$ cat src/rtl/rrg_pkg.sv
`default_nettype none

package rrg_pkg;

    // Request from the sequencer to the shared divider
    typedef struct packed {
        logic start;   // load operands and begin a division
    } t_div_ctl;

    // Status back from the shared divider
    typedef struct packed {
        logic busy;    // division in progress
        logic done;    // quotient and remainder valid this cycle
    } t_div_sts;

endpackage

`default_nettype wire

$ cat src/rtl/rrg_divider.sv
`default_nettype none

// Restoring divider: one compare and subtract per cycle.
module rrg_divider #(
    parameter int W = 16
) (
    input  wire logic              i_clk,
    input  wire logic              i_rst_n,
    input  wire rrg_pkg::t_div_ctl i_ctl,
    input  wire logic [W-1:0]      i_dividend,
    input  wire logic [W-1:0]      i_divisor,
    output rrg_pkg::t_div_sts      o_sts,
    output logic      [W-1:0]      o_quotient,
    output logic      [W-1:0]      o_remainder
);

    localparam int CW = $clog2(W + 1);

    logic [W-1:0]  r_quo;
    logic [W-1:0]  r_rem;
    logic [W-1:0]  r_div;
    logic [CW-1:0] r_cnt;
    logic          r_done;

    logic [W:0]    w_trial;
    logic          w_fits;
    logic [W:0]    w_diff;

    // Bring down the next dividend bit and try the subtraction
    assign w_trial = {r_rem, r_quo[W-1]};
    assign w_fits  = (w_trial >= {1'b0, r_div});
    assign w_diff  = w_trial - {1'b0, r_div};

    always_ff @(posedge i_clk) begin
        if (!i_rst_n) begin
            r_cnt  <= '0;
            r_done <= 1'b0;
        end else begin
            r_done <= 1'b0;
            if (i_ctl.start) begin
                r_quo <= i_dividend;
                r_rem <= '0;
                r_div <= i_divisor;
                r_cnt <= CW'(W);
            end else if (r_cnt != '0) begin
                r_quo <= {r_quo[W-2:0], w_fits};
                r_rem <= w_fits ? w_diff[W-1:0] : w_trial[W-1:0];
                r_cnt <= r_cnt - CW'(1);
                if (r_cnt == CW'(1)) begin
                    r_done <= 1'b1;
                end
            end
        end
    end

    assign o_sts.busy  = (r_cnt != '0);
    assign o_sts.done  = r_done;
    assign o_quotient  = r_quo;
    assign o_remainder = r_rem;

endmodule

`default_nettype wire

$ cat src/rtl/reduce_ratio_by_gcd.sv
`default_nettype none

// Channel  Dir  tdata fields (lowest bit up)                      tuser
// -------  ---  ------------------------------------------------  ---------
// s        in   width, height                                     -
// m        out  reduced_width, reduced_height, common_divisor     undefined
//
// Each word runs Euclid remainder steps, then divides width and height by the
// divisor; each step issues a division to the one restoring divider and waits
// for it, and both final divisions run on the same divider.
// Both inputs zero skips the divider and goes from the Euclid state straight
// to the done state.
// Reset is synchronous, active low, and clears the sequencer and output valid.
// The input side is ready only while idle; a finished result waits in the
// output register, and the next word may be taken while it waits. A result
// that finds the output register still full holds in the done state.
module reduce_ratio_by_gcd #(
    parameter int DIM_BITS = 16
) (
    input  wire logic                                 i_clk,
    input  wire logic                                 i_rst_n,
    input  wire logic                                 i_s_tvalid,
    output logic                                      o_s_tready,
    // width, height
    input  wire logic [((2*DIM_BITS+7)/8)*8-1:0]      i_s_tdata,
    output logic                                      o_m_tvalid,
    input  wire logic                                 i_m_tready,
    // reduced_width, reduced_height, common_divisor
    output logic      [((3*DIM_BITS+7)/8)*8-1:0]      o_m_tdata,
    // undefined
    output logic                                      o_m_tuser
);

    localparam int W     = DIM_BITS;
    localparam int OUT_W = ((3*DIM_BITS+7)/8)*8;

    typedef enum logic [2:0] {
        S_IDLE,
        S_EUCLID,
        S_MOD,
        S_DIVW,
        S_DIVH,
        S_DONE
    } t_state;

    t_state        r_state;
    logic [W-1:0]  r_w;
    logic [W-1:0]  r_h;
    logic [W-1:0]  r_x;
    logic [W-1:0]  r_y;     // holds the divisor once Euclid ends
    logic [W-1:0]  r_qw;
    logic [W-1:0]  r_qh;
    logic          r_undef;
    logic          r_out_valid;
    logic [OUT_W-1:0] r_out_data;
    logic          r_out_user;

    rrg_pkg::t_div_ctl w_ctl;
    rrg_pkg::t_div_sts w_sts;
    logic [W-1:0]  w_dividend;
    logic [W-1:0]  w_divisor;
    logic [W-1:0]  w_quo;
    logic [W-1:0]  w_rem;
    logic          w_x_zero;
    logic          w_s_acc;
    logic          w_m_acc;

    assign w_x_zero = (r_x == '0);
    assign w_s_acc  = i_s_tvalid && o_s_tready;
    assign w_m_acc  = r_out_valid && i_m_tready;

    // Pick operands for the shared divider: y mod x during Euclid,
    // then width / g and height / g
    always_comb begin
        w_ctl.start = 1'b0;
        w_dividend  = r_h;
        w_divisor   = r_y;
        case (r_state)
            S_EUCLID: begin
                if (!w_x_zero) begin
                    w_dividend  = r_y;
                    w_divisor   = r_x;
                    w_ctl.start = 1'b1;
                end else begin
                    w_dividend  = r_w;
                    w_divisor   = r_y;
                    w_ctl.start = (r_y != '0);
                end
            end
            S_DIVW: begin
                w_ctl.start = w_sts.done;
            end
            default: begin
                w_ctl.start = 1'b0;
            end
        endcase
    end

    rrg_divider #(
        .W (W)
    ) u_div (
        .i_clk       (i_clk),
        .i_rst_n     (i_rst_n),
        .i_ctl       (w_ctl),
        .i_dividend  (w_dividend),
        .i_divisor   (w_divisor),
        .o_sts       (w_sts),
        .o_quotient  (w_quo),
        .o_remainder (w_rem)
    );

    always_ff @(posedge i_clk) begin
        if (!i_rst_n) begin
            r_state     <= S_IDLE;
            r_out_valid <= 1'b0;
        end else begin
            // load a finished result, else drop valid once the word leaves
            if ((r_state == S_DONE) && (!r_out_valid || i_m_tready)) begin
                r_out_valid <= 1'b1;
            end else if (w_m_acc) begin
                r_out_valid <= 1'b0;
            end
            case (r_state)
                S_IDLE: begin
                    if (w_s_acc) begin
                        r_w     <= i_s_tdata[W-1:0];
                        r_h     <= i_s_tdata[2*W-1:W];
                        r_x     <= i_s_tdata[W-1:0];
                        r_y     <= i_s_tdata[2*W-1:W];
                        r_undef <= 1'b0;
                        r_state <= S_EUCLID;
                    end
                end
                S_EUCLID: begin
                    if (!w_x_zero) begin
                        r_state <= S_MOD;
                    end else if (r_y != '0) begin
                        r_state <= S_DIVW;
                    end else begin
                        // both inputs zero: ratio undefined
                        r_qw    <= '0;
                        r_qh    <= '0;
                        r_undef <= 1'b1;
                        r_state <= S_DONE;
                    end
                end
                S_MOD: begin
                    if (w_sts.done) begin
                        r_y     <= r_x;
                        r_x     <= w_rem;
                        r_state <= S_EUCLID;
                    end
                end
                S_DIVW: begin
                    if (w_sts.done) begin
                        r_qw    <= w_quo;
                        r_state <= S_DIVH;
                    end
                end
                S_DIVH: begin
                    if (w_sts.done) begin
                        r_qh    <= w_quo;
                        r_state <= S_DONE;
                    end
                end
                S_DONE: begin
                    // hold until the output register is free
                    if (!r_out_valid || i_m_tready) begin
                        r_out_data  <= OUT_W'({r_y, r_qh, r_qw});
                        r_out_user  <= r_undef;
                        r_state     <= S_IDLE;
                    end
                end
                default: begin
                    r_state <= S_IDLE;
                end
            endcase
        end
    end

    assign o_s_tready = (r_state == S_IDLE);
    assign o_m_tvalid = r_out_valid;
    assign o_m_tdata  = r_out_data;
    assign o_m_tuser  = r_out_user;

endmodule

`default_nettype wire

$ cat config.mk
export PLATFORM = sky130hd
export DESIGN_NAME = reduce_ratio_by_gcd
export DESIGN_NICKNAME = d
export VERILOG_FILES = /design/src/rtl/rrg_pkg.sv /design/src/rtl/rrg_divider.sv /design/src/rtl/reduce_ratio_by_gcd.sv
export SDC_FILE = /design/constraint.sdc
export NUM_CORES = 1
export LEC_CHECK = 0
export BUFFER_PORTS_ARGS = -buffer_cell sky130_fd_sc_hd__buf_2
export CORE_MARGIN = 4
export CORE_UTILIZATION = 40
export CTS_BUF_LIST = sky130_fd_sc_hd__clkbuf_8
export DETAILED_ROUTE_END_ITERATION = 10
export PLACE_DENSITY = 0.71
export SETUP_SLACK_MARGIN = 0.05
export SYNTH_ARGS = -nofsm -noshare
export SYNTH_HDL_FRONTEND = slang
export SYNTH_HIERARCHICAL = 1
export SYNTH_SLANG_ARGS = --single-unit
$ cat constraint.sdc
create_clock -name i_clk -period 3.15 [get_ports i_clk]
set_clock_uncertainty 0.05 [all_clocks]
set_input_delay 0.7875 -clock i_clk [delete_from_list [all_inputs] [get_ports i_clk]]
set_output_delay 0.7875 -clock i_clk [all_outputs]
set_load 0.01 [all_outputs]
==> results_dict.tcl <==
set metrics [dict create \
    cp-end-kind "flop" \
    synth.net_count 674 \
    drt-met1-wl_um 8130 \
    cp_common_cell "buf_4" \
    fp.dieH_um 159 \
    layout_commonest_cell "edfxtp_1" \
    synthesis.area_um2 9140 \
    ys_seq_area_frac 0.659 \
    worst_pin_slew_ps 720 \
    io_buffers 86 \
    fin_crit_ps 2650 \
    grt.overflow.total 0 \
    worst_slack_ps 497 \
    yosys_warnings 6 \
    drt_wl_total_um 18900 \
    path_cells "nor4_1 > a41oi_2 > buf_4 > nand2b_1 > nor3_2 > buf_4" \
    status "complete, no violations" \
    async_reset_ff_frac 0 \
    drive_above_1_share 0.288 \
    crit_required_ps 3320 \
    post_cts_buffers 0 \
    total_power_uw 9660 \
    hold_viol 0 \
    vias_per_cell 5.26 \
    rsz0062_at_grt "no" \
    hold_buffers 0 \
    cts-root-buf "clkbuf_8" \
    slew_violations 0 \
    vias 5456 \
    fp.coreArea_um2 22600 \
    crit_buf_inv 2 \
    die_w_um 159 \
    relSlewSlack 0.520 \
    yosysUniqueCellTypes 72 \
    fin_tns_setup_ps 0 \
    slowest_delay_ps 630 \
    cp_data_arrival_time_ps 2830 \
    clk_pin_slew_ps 70 \
    synth_edf_count 194 \
    clk_latency_ps 550 \
    cts.sinks 204 \
    post_synth_mux_area_share 0.0832 \
    synthCells 618 \
    dieArea_um2 25300 \
    ctsResizeCount 0 \
    top_layer_used "met4" \
    ys.flop_type "edfxtp_1" \
    synth_top_family_by_area "compound AO/OA/AOI/OAI gates" \
    dp_hpwl_um 13500 \
    start_kind "flop" \
    numCtsBuffers 31 \
    yosys_register_bits 204 \
    grt_pass1_wl_um 29600 \
    drt-initial-drc-count 415 \
    route.detailed.wl_per_inst_um 18.2 \
    ant_nets 0 \
    drt-pass1-iter-count 5 \
    min_period_over_period 0.842 \
    dr_wl_met2_um 9540 \
    io_pins 87 \
    cts_tree "done" \
    timing.fmax_ghz 0.377 \
    vdd_drop_max_v 0.000397 \
    timing.hold.ws_ps 362 \
    gp_congestion 0.851 \
    yosys.area_share.simple 0.0884 \
    grt_max_degree 46 \
    grt_pass1_vias 5319 \
    cts-htree-levels 1 \
    syn_avg_cell_area_um2 14.8 \
    synth_compound_area_frac 0.105 \
    clockBufferDepth 3 \
    synth_xor_area_frac 0.0105 \
    crit_type "reg -> reg" \
    start_util 0.405 \
    fin_nets 786 \
    power_density_nw_per_um2 912 \
    num_rows 55 \
    dr_wl_met3_um 975 \
    setup_violations 0 \
    cpLargestDelayFamily "simple AND/OR/NAND/NOR gates" \
    worst-path-max-fanout 33 \
    synth_fa_ha_area_frac 0.0282 \
    mostFrequentLayoutCells "edfxtp_1 (194), buf_2 (86), mux2_2 (48), and2_1 (34)" \
    drc 0 \
    syn_to_final_growth_pct 15.8 \
    num_antenna_cells 0 \
    dp_slack_ps 511 \
    critical-path-slowest-cell "nor4_1" \
    grtUsageTotal 0.144 \
    antenna_found_initial 0 \
    leakagePower_uw 0.00396 \
    hold_class "reg -> reg" \
    maxCapViolCount 0 \
    fillers 1957 \
]
## cells in the mapped netlist, types with 7 or more instances
library cell	n	area, µm²
a21o_1	21	158
a21oi_1	17	85.1
a22o_1	16	140
and2_1	34	213
clkbuf_1	13	48.8
dfxtp_1	10	200
edfxtp_1	194	5830
ha_1	19	238
inv_1	22	82.6
mux2_1	16	180
mux2_2	48	541
nand2_1	15	56.3
nand3_1	12	60.1
nor2_1	20	75.1
nor3_1	12	60.1
nor4_1	9	56.3
o21ai_1	8	40.0
xnor2_1	7	61.3
## worst paths after layout
kind / startpoint / to / slack, ps / cells past startpoint
setup / recovery: r_x[13] / r_qw[14] / 500 / 6
hold / removal: r_qh[14] / o_m_tdata[30] / 360 / 0
setup reg to reg: r_x[13] / r_qw[14] / 500 / 6
hold reg to reg: r_qh[14] / o_m_tdata[30] / 360 / 0
## area by class of cell
type | instances | area (µm²) | share of cell area
inverters | 24 | 90.1 | 0.00851
flip-flops and latches | 204 | 6030 | 0.569
clock buffers | 33 | 454 | 0.0429
multi-input cells | 364 | 2900 | 0.274
well taps | 285 | 357 | 0.0337
clock inverters | 23 | 178 | 0.0168
repair buffers | 105 | 586 | 0.0553
## state kept, by name (all words and copies together) (netlist names)
signal / count
o_m_tdata: 48
r_h: 16
r_qh: 16
r_qw: 16
r_w: 16
r_x: 16
r_y: 16
u_div/o_quotient: 16
u_div/o_remainder: 16
u_div/r_div: 16
u_div/r_cnt: 5
r_state: 3
o_m_tuser: 1
o_m_tvalid: 1
r_undef: 1
u_div/r_done: 1
## metal layers
metal	GRT usage	vias up
met5	0	-
met4	0.0304	0
met3	0.0264	17
met2	0.258	171
met1	0.185	2662
li1	-	2606
## worst reg2reg max path: stages, from the launching register on
cell and delay [ps]:
edfxtp_1 430, nor4_1 630, a41oi_2 250, buf_4 320
nand2b_1 250, nor3_2 170, buf_4 250
## stage by stage
step | util | instance area, µm² | std cells
after floorplan | - | 9140 | 618
after global placement | 0.441 | 9960 | 982
after detailed placement | 0.441 | 9960 | 982
after CTS | 0.469 | 10600 | 1038
after global routing | 0.469 | 10600 | 1038
final | 0.469 | 10600 | 1038
## logic make-up after synthesis
logic type                 Yosys count
xor gates and xnor gates            11
DFF                                204
AOI/OAI and AO/OA                  124
and+or+nand+nor                    141
buffers and inverters               50
adders and majority gates           20
muxes                               68
## power breakdown
| part | switching [µW] | internal [µW] | leakage, µW |
|---|---|---|---|
| clock network | 951 | 1210 | 0.000359 |
| logic | 1960 | 1480 | 0.00172 |
| registers | 337 | 3710 | 0.00188 |
| total | 3250 | 6410 | 0.00396 |
(Power assumes the default switching activity.)
